`config.mk`:
```
export PLATFORM = sky130hd
export DESIGN_NAME = rffsa_ctrl
export DESIGN_NICKNAME = d
export VERILOG_FILES = /design/src/hdl/rffsa_pkg.sv /design/src/hdl/rffsa_ctrl.sv
export SDC_FILE = /design/constraint.sdc
export NUM_CORES = 1
export LEC_CHECK = 0
export BUFFER_PORTS_ARGS = -buffer_cell sky130_fd_sc_hd__buf_2
export CORE_UTILIZATION = 50
export DETAILED_ROUTE_END_ITERATION = 6
export GPL_ROUTABILITY_DRIVEN = 0
export PLACE_DENSITY = 0.7
export SLEW_MARGIN = 5
export SYNTH_ARGS = -nofsm -noshare
export SYNTH_HDL_FRONTEND = slang
export SYNTH_SLANG_ARGS = --single-unit
```
`constraint.sdc`:
```
create_clock -name clk -period 2.9 [get_ports clk]
set_clock_uncertainty 0.1 [all_clocks]
set_input_delay 0.58 -clock clk [delete_from_list [all_inputs] [get_ports clk]]
set_output_delay 0.58 -clock clk [all_outputs]
set_load 0.02 [all_outputs]
```
`src/hdl/rffsa_pkg.sv`:
```
// Shared codes, widths, command and status types of the segment allocator.
package rffsa_pkg;

  // Fixed field widths
  localparam int OP_W      = 2;
  localparam int ID_W      = 16;
  localparam int LEN_W     = 9;
  localparam int ST_W      = 2;
  localparam int ROW_OUT_W = 8;
  localparam int CFG_W     = 9;
  localparam int CFG_IDX_W = 1;

  // Default sizes
  localparam int DEF_MAX_ROWS  = 256;
  localparam int DEF_MAX_WIDTH = 256;
  localparam int DEF_MAX_GAPS  = 128;
  localparam int DEF_MAX_IDS   = 65536;
  localparam int RESET_ROWS    = 256;
  localparam int RESET_WIDTH   = 256;

  // Opcodes
  localparam logic [OP_W-1:0] OP_WRITE = 2'd0;
  localparam logic [OP_W-1:0] OP_ERASE = 2'd1;
  localparam logic [OP_W-1:0] OP_CLEAR = 2'd2;
  localparam logic [OP_W-1:0] OP_RSVD  = 2'd3;

  // Result status codes
  localparam logic [ST_W-1:0] ST_OK       = 2'd0;
  localparam logic [ST_W-1:0] ST_NOSPACE  = 2'd1;
  localparam logic [ST_W-1:0] ST_NOTFOUND = 2'd2;

  // Register indexes
  localparam logic [CFG_IDX_W-1:0] REG_ROW_COUNT = 1'b0;
  localparam logic [CFG_IDX_W-1:0] REG_ROW_WIDTH = 1'b1;

  // Datapath commands issued by the controller
  typedef enum logic [5:0] {
    CMD_NOP,
    CMD_LOAD,
    CMD_ISWEEP,
    CMD_CSWEEP,
    CMD_RES_NOSPACE,
    CMD_RES_NOTFOUND,
    CMD_RES_ZERO,
    CMD_ROW_LOAD,
    CMD_ROW_NEXT,
    CMD_GAP_RD,
    CMD_GAP_NEXT,
    CMD_PLACE,
    CMD_DN_RD,
    CMD_DN_WR,
    CMD_CNT_DEC,
    CMD_RF_INIT,
    CMD_RF_ACC,
    CMD_META_WR,
    CMD_ER_TAKE,
    CMD_FR_PREV,
    CMD_FR_END,
    CMD_FR_STOP,
    CMD_FR_BOTH,
    CMD_FR_LEFT,
    CMD_FR_RIGHT,
    CMD_UP_INIT,
    CMD_UP_RD,
    CMD_UP_WR,
    CMD_FR_INS,
    CMD_OUT_PUSH
  } cmd_t;

  // Datapath flags seen by the controller
  typedef struct packed {
    logic [OP_W-1:0] op;
    logic len_zero;
    logic id_oob;
    logic sweep_last;
    logic fit_row;
    logic row_last;
    logic i_lt_cnt;
    logic gap_fit;
    logic gap_exact;
    logic dn_more;
    logic up_more;
    logic id_hit;
    logic er_empty;
    logic gs_le_s;
    logic left;
    logic right;
    logic full;
    logic out_busy;
  } stat_t;

endpackage

```
`src/hdl/rffsa_ctrl.sv`:
```
// Controller: sequences row search, gap scan, list shifts and max refresh.
module rffsa_ctrl (
  input  logic              clk,
  input  logic              rst_n,
  input  logic              in_valid,
  output logic              in_stall,
  input  rffsa_pkg::stat_t  stat,
  output rffsa_pkg::cmd_t   cmd
);
  import rffsa_pkg::*;

  typedef enum logic [21:0] {
    S_INIT    = 22'b1 << 0,
    S_IDLE    = 22'b1 << 1,
    S_DISP    = 22'b1 << 2,
    S_CSWEEP  = 22'b1 << 3,
    S_WR_MRD  = 22'b1 << 4,
    S_WR_MCHK = 22'b1 << 5,
    S_WR_GRD  = 22'b1 << 6,
    S_WR_GCHK = 22'b1 << 7,
    S_DN_RD   = 22'b1 << 8,
    S_DN_WR   = 22'b1 << 9,
    S_RF_INIT = 22'b1 << 10,
    S_RF_RD   = 22'b1 << 11,
    S_RF_ACC  = 22'b1 << 12,
    S_ER_ICHK = 22'b1 << 13,
    S_ER_MRD  = 22'b1 << 14,
    S_ER_MCHK = 22'b1 << 15,
    S_FR_RD   = 22'b1 << 16,
    S_FR_CHK  = 22'b1 << 17,
    S_FR_DEC  = 22'b1 << 18,
    S_UP_RD   = 22'b1 << 19,
    S_UP_WR   = 22'b1 << 20,
    S_DONE    = 22'b1 << 21
  } state_t;

  state_t state_r, state_nxt;

  // Advance the state
  always_ff @(posedge clk) begin
    if (!rst_n) begin
      state_r <= S_INIT;
    end else begin
      state_r <= state_nxt;
    end
  end

  assign in_stall = state_r != S_IDLE;

  // Pick the next state and the datapath command
  always_comb begin
    state_nxt = state_r;
    cmd       = CMD_NOP;
    case (state_r)
      S_INIT: begin
        cmd = CMD_ISWEEP;
        if (stat.sweep_last) state_nxt = S_IDLE;
      end
      S_IDLE: begin
        if (in_valid) begin
          cmd       = CMD_LOAD;
          state_nxt = S_DISP;
        end
      end
      S_DISP: begin
        case (stat.op)
          OP_WRITE: begin
            if (stat.len_zero || stat.id_oob) begin
              cmd       = CMD_RES_NOSPACE;
              state_nxt = S_DONE;
            end else begin
              state_nxt = S_WR_MCHK;
            end
          end
          OP_ERASE: begin
            if (stat.id_oob) begin
              cmd       = CMD_RES_NOTFOUND;
              state_nxt = S_DONE;
            end else begin
              state_nxt = S_ER_ICHK;
            end
          end
          OP_CLEAR: state_nxt = S_CSWEEP;
          default: begin
            cmd       = CMD_RES_ZERO;
            state_nxt = S_DONE;
          end
        endcase
      end
      S_CSWEEP: begin
        cmd = CMD_CSWEEP;
        if (stat.sweep_last) state_nxt = S_DONE;
      end
      S_WR_MRD: state_nxt = S_WR_MCHK;
      S_WR_MCHK: begin
        if (stat.fit_row) begin
          cmd       = CMD_ROW_LOAD;
          state_nxt = S_WR_GRD;
        end else if (stat.row_last) begin
          cmd       = CMD_RES_NOSPACE;
          state_nxt = S_DONE;
        end else begin
          cmd       = CMD_ROW_NEXT;
          state_nxt = S_WR_MRD;
        end
      end
      S_WR_GRD: begin
        if (stat.i_lt_cnt) begin
          cmd       = CMD_GAP_RD;
          state_nxt = S_WR_GCHK;
        end else begin
          cmd       = CMD_RES_NOSPACE;
          state_nxt = S_DONE;
        end
      end
      S_WR_GCHK: begin
        if (stat.gap_fit) begin
          cmd       = CMD_PLACE;
          state_nxt = stat.gap_exact ? S_DN_RD : S_RF_INIT;
        end else begin
          cmd       = CMD_GAP_NEXT;
          state_nxt = S_WR_GRD;
        end
      end
      // Shift gaps down over the removed slot
      S_DN_RD: begin
        if (stat.dn_more) begin
          cmd       = CMD_DN_RD;
          state_nxt = S_DN_WR;
        end else begin
          cmd       = CMD_CNT_DEC;
          state_nxt = S_RF_INIT;
        end
      end
      S_DN_WR: begin
        cmd       = CMD_DN_WR;
        state_nxt = S_DN_RD;
      end
      // Recompute the row's largest gap
      S_RF_INIT: begin
        cmd       = CMD_RF_INIT;
        state_nxt = S_RF_RD;
      end
      S_RF_RD: begin
        if (stat.i_lt_cnt) begin
          cmd       = CMD_GAP_RD;
          state_nxt = S_RF_ACC;
        end else begin
          cmd       = CMD_META_WR;
          state_nxt = S_DONE;
        end
      end
      S_RF_ACC: begin
        cmd       = CMD_RF_ACC;
        state_nxt = S_RF_RD;
      end
      S_ER_ICHK: begin
        if (!stat.id_hit) begin
          cmd       = CMD_RES_NOTFOUND;
          state_nxt = S_DONE;
        end else begin
          cmd       = CMD_ER_TAKE;
          state_nxt = stat.er_empty ? S_DONE : S_ER_MRD;
        end
      end
      S_ER_MRD: state_nxt = S_ER_MCHK;
      S_ER_MCHK: begin
        cmd       = CMD_ROW_LOAD;
        state_nxt = S_FR_RD;
      end
      // Find the first gap that starts past the freed range
      S_FR_RD: begin
        if (stat.i_lt_cnt) begin
          cmd       = CMD_GAP_RD;
          state_nxt = S_FR_CHK;
        end else begin
          cmd       = CMD_FR_END;
          state_nxt = S_FR_DEC;
        end
      end
      S_FR_CHK: begin
        if (stat.gs_le_s) begin
          cmd       = CMD_FR_PREV;
          state_nxt = S_FR_RD;
        end else begin
          cmd       = CMD_FR_STOP;
          state_nxt = S_FR_DEC;
        end
      end
      // Merge with neighbors or insert a new gap unless the list is full
      S_FR_DEC: begin
        if (stat.left && stat.right) begin
          cmd       = CMD_FR_BOTH;
          state_nxt = S_DN_RD;
        end else if (stat.left) begin
          cmd       = CMD_FR_LEFT;
          state_nxt = S_RF_INIT;
        end else if (stat.right) begin
          cmd       = CMD_FR_RIGHT;
          state_nxt = S_RF_INIT;
        end else if (stat.full) begin
          state_nxt = S_DONE;
        end else begin
          cmd       = CMD_UP_INIT;
          state_nxt = S_UP_RD;
        end
      end
      S_UP_RD: begin
        if (stat.up_more) begin
          cmd       = CMD_UP_RD;
          state_nxt = S_UP_WR;
        end else begin
          cmd       = CMD_FR_INS;
          state_nxt = S_RF_INIT;
        end
      end
      S_UP_WR: begin
        cmd       = CMD_UP_WR;
        state_nxt = S_UP_RD;
      end
      S_DONE: begin
        if (!stat.out_busy) begin
          cmd       = CMD_OUT_PUSH;
          state_nxt = S_IDLE;
        end
      end
      default: state_nxt = S_INIT;
    endcase
  end
endmodule

```
# --- Yosys cells after proc, flatten, opt, wreduce, memory -nomap -nowiden ---
# Cells that the tools add are included.
totals:
  output_inout_bits: 7
  register_bits: 22
  elab_cells: 79
  inputBits: 22
classes:
  eq_ne: 29
  n_mux: 44
  n_reduce_logical: 5
op_table:
  columns: ["operator", "count"]
  rows:
  - ["$pmux W22 S21", 1]
  - ["$mux W22", 16]
  - ["$pmux W5 S20", 1]
  - ["$pmux W22 S3", 1]
  - ["$mux W5", 8]
  - ["$mux W19", 2]
  - ["$mux W11", 3]
  - ["$eq A22 B1 Y1 const B", 1]
  - ["$eq A22 B10 Y1 const B", 1]
  - ["$eq A22 B11 Y1 const B", 1]
  - ["$eq A22 B12 Y1 const B", 1]
  - ["$eq A22 B13 Y1 const B", 1]
  - ["$eq A22 B14 Y1 const B", 1]
  - ["$eq A22 B15 Y1 const B", 1]
  - ["$eq A22 B16 Y1 const B", 1]
  - ["$eq A22 B17 Y1 const B", 1]
  - ["$eq A22 B18 Y1 const B", 1]
  - ["$eq A22 B19 Y1 const B", 1]
  - ["$eq A22 B2 Y1 const B", 1]
  - ["$eq A22 B20 Y1 const B", 1]
  - ["$eq A22 B21 Y1 const B", 1]
  - ["$eq A22 B22 Y1 const B", 1]
  - ["$eq A22 B3 Y1 const B", 1]
  - ["$eq A22 B4 Y1 const B", 1]
  - ["20 further kinds", 29]

# --- Longest topological paths before layout ---
# Gate-level depths: netlist of the first run.
logic_depth:
  depth_word: 5
  mapped_depth: 7
  depth_no_buf: 5

# --- Worst setup path after synthesis of the first run ---
# Ideal clock, no wire load.
synth_path:
  kind: "flip-flop to output port"
  startpoint: "register state_r[13]"
  endpoint: "output cmd[0]"
  stages_incl_launch_ff: 8
  slack_ps: 405
  path_buffers: 2
  required_ps: 2220
  arrival_ps: 1815
  path_cell_list: "dfxtp_1 buf_6 or4_1 buf_2 nor4_1 and3_2 a2111oi_0 nand4_1"
synth_between:
  elab_chain_len: 2
  word_cells_on_any_way: 21
  cone_classes: "eq/ne (20); mux (1)"
synth_rtl:
  columns: ["element", "line", "text"]
  rows:
  - ["start, declared", "rffsa_ctrl.sv:37", "state_t state_r, state_nxt;"]
  - ["start signal, assigned", "rffsa_ctrl.sv:44", "state_r <= state_nxt;"]
  - ["$eq A22 B22 Y1 (tied with other cells)", "rffsa_ctrl.sv:54", "case (state_r)"]
  - ["$pmux W5 S20 *", "rffsa_ctrl.sv:54", null]
  - ["end, declared", "rffsa_ctrl.sv:8", "output rffsa_pkg::cmd_t cmd"]
# Every way passes the cells marked *; elsewhere a longest branch is shown, timed or not.

# --- Worst setup path after layout of the first run ---
layout_path:
  startpoint: "register state_r[17]"
  endpoint: "output cmd[2]"
# The elaborated chain is that of the path after synthesis.

==> results of run 1 <==
==> cell type report <==
cell class	count	area, µm²	area share (%)
clock buffer	4	55.1	2.14
inverter	14	52.6	2.04
multi-input combinational	199	1530	59.6
sequential	22	454	17.7
tap	48	60.1	2.33
timing repair buffer	60	417	16.2
==> synth_stat cells, types with 4 or more instances <==
cell,instances
dfxtp_1,22
nor2b_1,4
inv_1,14
buf_2,7
nand2_1,13
o21ai_0,10
nor4_1,8
and3_1,4
or4_1,4
nand3_1,11
nand2b_1,6
nand4_1,8
nor4_4,4
nor2_1,25
and4_1,7
nor3_1,18
nor4b_1,6
a21oi_1,5
xor2_1,4
==> metrics by stage <==
stage | TNS [ns] | cells | power (µW) | hold WS [ns]
after global placement | 0 | 329 | 479 | 0.451
after floorplan | 0 | 250 | 424 | 0.398
after CTS | -0.0370 | 340 | 719 | 0.443
final | -0.0592 | 347 | 737 | 0.437
after global routing | -0.526 | 347 | 771 | 0.447
after detailed placement | 0 | 329 | 480 | 0.450
==> report_power, final <==
| group | total [µW] | internal [µW] | leakage [µW] | switching (µW) |
|---|---|---|---|---|
| combinational | 200 | 83.6 | 0.000808 | 116 |
| sequential | 309 | 305 | 0.000183 | 4.21 |
| clock | 228 | 121 | 0.0000288 | 107 |
| total | 737 | 510 | 0.00102 | 227 |
==> routing by layer <==
| metal | global-route usage [%] | wire length, µm | vias up | share of wire, % |
|---|---|---|---|---|
| li1 | - | - | 1061 | - |
| met1 | 41.4 | 2660 | 1066 | 41 |
| met2 | 48.6 | 3010 | 130 | 46 |
| met3 | 6.16 | 561 | 32 | 8.6 |
| met4 | 18.3 | 323 | 0 | 4.9 |
| met5 | 0 | 0 | - | 0 |
==> worst reg2reg max path, stage by stage (launching register included) <==
cell     delay [ns]
dfxtp_4        0.38
nor4_4         0.49
buf_4          0.22
nand4_2        0.13
buf_6          0.20
nor2_1         0.12
buf_4          0.15
a41oi_1        0.12
a41oi_1        0.30
==> kinds of logic (layout without fill, tap and decap cells) <==
family,Yosys count,after routing
multiplexers,2,2
flip-flops,22,22
other,1,1
AO/OA/AOI/OAI,50,50
adder cells (fa/ha/maj),1,1
XOR/XNOR,7,7
AND/OR/NAND/NOR,138,138
buffers and inverters,29,78
==> placed cells by master (no fill, tap or decap), types with 8 or more instances in the layout <==
cell type   n
buf_2      23
buf_4      33
dfxtp_1    13
dfxtp_2     8
inv_1      14
nand2_1    12
nand3_1    10
nand4_1     8
nor2_1     22
nor3_1     11
o21ai_0    10
==> timing repair <==
action / 4_1_cts / 5_1_grt
setup buffers: 7 / 7
gates resized for setup: 17 / 31
pin swaps: 5 / 9
endpoints found under the setup margin: 6 / 6
==> worst paths after layout <==
path                             from                  endpoint  cells after the start
max          state_r[17]$_SDFFE_PN0P_                    cmd[2]                      6
min          state_r[15]$_SDFFE_PN0P_  state_r[15]$_SDFFE_PN0P_                      1
max reg2reg  state_r[17]$_SDFFE_PN0P_  state_r[21]$_SDFFE_PN0P_                      8
min reg2reg  state_r[15]$_SDFFE_PN0P_  state_r[15]$_SDFFE_PN0P_                      1
==> results_dict.tcl, run 1 <==
set metrics [dict create \
    path_buf_inv 1 \
    cp-start-kind "flip-flop" \
    grt_usage_pct 31.8 \
    crit_required_ns 2.22 \
    crit_family "simple AND/OR/NAND/NOR gates" \
    wl_per_cell_um 18.9 \
    portBuffers 27 \
    cts.sinks 22 \
    core_mm2 0.00372 \
    wirelength_um 6550 \
    synth-xor-area-share_pct 3.13 \
    cpMaxStageDelayCell "nor4_4" \
    period_needed_ns 2.93 \
    arrival_ns 2.25 \
    cpPeakStageDelay_ns 0.49 \
    finalMaxSlewViolations 0 \
    drt_iter0_drc 203 \
    synthTopCellsByArea "dfxtp_1, nor2_1, nor3_1" \
    antenna_cells 0 \
    rsz0062_at_grt "yes" \
    grt_pass1_wl_um 9900 \
    dr.pass1.iters 4 \
    timing.final.hold_violations 0 \
    nNetsFinal 323 \
    yosys_warnings 0 \
    cts_tree "built" \
    failed_checks "setup timing" \
    cts_root_buf "clkbuf_8" \
    setup_viol 3 \
    clockBufferDepth 2 \
    ioPinCount 29 \
    ir_drop_mv 0.303 \
    layout-drive-gt1-share_pct 38.5 \
    timing.fmax_ghz 0.341 \
    yosys.area_share.simple_pct 45.9 \
    syn-num-nets 273 \
    tightest_slew_ns 0.520 \
    top_regs "state_r x22" \
    grt_pass1_vias 2044 \
    grt_max_degree 20 \
    dp_slack_ns 0.0638 \
    num_rows 22 \
    ys_ff_latch 22 \
    synth_compound_area_share_pct 19.2 \
    largest_reg_flops 22 \
    place_hpwl_um 4660 \
    insertion_delay_ns 0.27 \
    ys_seq_area_share_pct 22.5 \
    routed-via-count 2289 \
    die_w_um 64.6 \
    fin_crit_sh_pct 101 \
    power_density_mw_per_mm2 287 \
    crit_chain "nor4_4 > nand4_4 > a2111oi_4 > nor4_2 > nand4_1 > buf_4" \
    postPlaceCellArea_mm2 0.00222 \
    critPathMaxFanout 7 \
    synth_edf_count 0 \
    netlist.area_leader.share_pct 22.5 \
    maxSlewHeadroom_pct 64.9 \
    synth_top_area_cell "dfxtp_1" \
    hold_class "reg -> reg" \
    design_area_mm2 0.00257 \
    die-height_um 64.6 \
    ctsHtreeMaxLevel 1 \
    synth_top_family_by_area "simple AND/OR/NAND/NOR gates" \
    ant_nets 0 \
    drv_cap 0 \
    power_leakage_uw 0.00102 \
    die_area_mm2 0.00418 \
    synthCells 250 \
    top_register "state_r" \
    syn-cell-area_mm2 0.00196 \
    end_kind "output pin" \
    syn2layout_area_growth_pct 31.2 \
    cts.clk_slew.worst_paths_ns 0.08 \
    critPathKind "reg -> out" \
    start_util_pct 52.8 \
    async_reset_ff_share_pct 0 \
    synth_flop_cell "dfxtp_1" \
    overflow 0 \
    fin_util_pct 69.2 \
    cts_hold_buffers 0 \
    status "finished, violations left" \
    synth.area.mux_share_pct 1.08 \
    viasPerCell 6.60 \
    layout_setup_ws_ns -0.0333 \
    r2r_slack_ns 0.61 \
    antenna_found_initial 0 \
    cts_buffers 3 \
    remaining_drc_errors 0 \
    nFillCells 309 \
    avgSynthCellArea_um2 7.84 \
    synthAdderAreaFrac_pct 0.638 \
    yosysUniqueCellTypes 63 \
]
(Power assumes the default switching activity.)
==> inputs of run 2 (changes only) <==
==> constraint.sdc (replaced) <==
create_clock -name clk -period 2.9 [get_ports clk]
set_clock_uncertainty 0.1 [all_clocks]
set_input_delay 0.145 -clock clk [delete_from_list [all_inputs] [get_ports clk]]
set_output_delay 0.145 -clock clk [all_outputs]
set_load 0.02 [all_outputs]
==> run 2 against run 1 <==
  * The flow now finishes without violations
  * Hold slack lost 0.42 ns
  * Count of clock-buffer cells in the layout down 1
  * Flip-flop and latch count is the same
==> results_dict.tcl, run 2 (synthesized netlist as in run 1, its figures left out) <==
set metrics [dict create \
    die_area_mm2 0.00418 \
    syn2layout_area_growth_pct 10.0 \
    dr.pass1.iters 5 \
    routed-via-count 2157 \
    power_leakage_uw 0.000828 \
    viasPerCell 6.80 \
    period_needed_ns 2.70 \
    cts.clk_slew.worst_paths_ns 0.08 \
    clockPowerShare_pct 29.8 \
    cp-start-kind "flip-flop" \
    power_density_mw_per_mm2 308 \
    antenna_cells 0 \
    critPathKind "reg -> out" \
    grt_usage_pct 28.6 \
    r2r_slack_ns 0.57 \
    antenna_found_initial 0 \
    setup_viol 0 \
    cpPeakStageDelay_ns 0.59 \
    grt_pass1_wl_um 9060 \
    cts_tree "built" \
    cts.sinks 22 \
    pwr-share-comb_pct 22.5 \
    cts_hold_buffers 0 \
    status "complete, no violations" \
    top_register "state_r" \
    end_kind "output pin" \
    die-height_um 64.6 \
    switching_share_pct 30.9 \
    cts_root_buf "clkbuf_8" \
    final_common_cell "buf_2" \
    crit_chain "nor4_4 > nand4_1 > nor3_1 > nor3_1 > nand4_1 > buf_2" \
    ant_nets 0 \
    num_rows 22 \
    cts_buffers 3 \
    die_w_um 64.6 \
    drt_iter0_drc 210 \
    dp_slack_ns 0.393 \
    crit_required_ns 2.65 \
    rsz0062_at_grt "no" \
    insertion_delay_ns 0.27 \
    hold_class "in -> reg" \
    largest_reg_flops 22 \
    timing.final.hold_violations 0 \
    nNetsFinal 294 \
    design_area_mm2 0.00216 \
    p_seq_share_pct 47.7 \
    layout-drive-gt1-share_pct 20.4 \
    remaining_drc_errors 0 \
    clockBufferDepth 2 \
    layout.cells.most_common_list "buf_2, nor2_1, dfxtp_1" \
    fin_tns_setup_ns 0 \
    critPathMaxFanout 8 \
    cpMaxStageDelayCell "nor4_4" \
    arrival_ns 2.45 \
    grt_max_degree 20 \
    fin_crit_sh_pct 93.0 \
    ctsHtreeMaxLevel 1 \
    finalMaxSlewViolations 0 \
    instances_no_fill 317 \
    timing.fmax_ghz 0.371 \
    dp_cells 312 \
    place_hpwl_um 4430 \
    ir_drop_mv 0.155 \
    top_regs "state_r x22" \
    tightest_slew_ns 0.575 \
    postPlaceCellArea_mm2 0.00208 \
    p_int_uw 458 \
    drv_cap 0 \
    wl_per_cell_um 18.5 \
    maxSlewHeadroom_pct 61.4 \
    core_mm2 0.00372 \
    layout_setup_ws_ns 0.202 \
    wirelength_um 5870 \
    power.net_switching_uw 205 \
    portBuffers 27 \
    ioPinCount 29 \
    grt_pass1_vias 1815 \
    hold_ws_ns 0.0189 \
    start_util_pct 52.8 \
    overflow 0 \
]
[run 2: cell count changes in the layout (fill, tap and decap cells not counted), moves of 3 or more]
cell     change
buf_4       -30
dfxtp_1      +9
dfxtp_2      -8
nor3_1       +7
nor3_2       -6
buf_2        +4
buf_6        -3
[run 2: timing repair]
item / CTS / global route
gates resized for setup: 0 / 3
setup endpoints to repair: 0 / 3
setup buffers: 0 / 1
[run 2: final timing paths]
| path | endpoint | cells past startpoint | from |
|---|---|---|---|
| hold / removal | state_r[9]$_SDFFE_PN0P_ | 2 | stat[8] |
| hold reg to reg | state_r[15]$_SDFFE_PN0P_ | 2 | state_r[14]$_SDFFE_PN0P_ |
| setup reg to reg | state_r[21]$_SDFFE_PN0P_ | 5 | state_r[0]$_SDFFE_PN1P_ |
| setup / recovery | cmd[1] | 6 | state_r[4]$_SDFFE_PN0P_ |
[run 2: routing by layer]
layer | routed length [µm] | track usage (%)
met1 | 2550 | 40.0
met2 | 2630 | 43.6
met3 | 537 | 4.40
met4 | 150 | 10.8
met5 | 0 | 0
[run 2: area by class of cell]
cell class	count	area (µm²)
Clock buffer	3	41.3
Fill cell	364	1560
Inverter	14	52.6
Multi-Input combinational cell	200	1410
Sequential cell	22	440
Tap cell	48	60.1
Timing Repair Buffer	30	158
[run 2: stage by stage]
step                      utilization (%)  total power (µW)
after detailed placement             55.9               466
final                                58.0               663
after floorplan                         -               424
after global routing                 58.0               696
after CTS                            57.0               661
after global placement               55.9               466
[run 2: critical path, delay by kind of cell, from the launching register on]
family,cells,cell delay (ns)
buf+inv,1,0.17
flops,1,0.39
simple gates,5,1.63
[run 2: power by group through the flow]
stage / Combinational [µW] / Sequential [µW] / Clock (µW)
floorplan: 109 / 315 / 0
global placement: 142 / 323 / 0
detailed placement: 142 / 323 / 0
CTS: 143 / 316 / 202
global route: 160 / 317 / 219
finish: 149 / 316 / 198
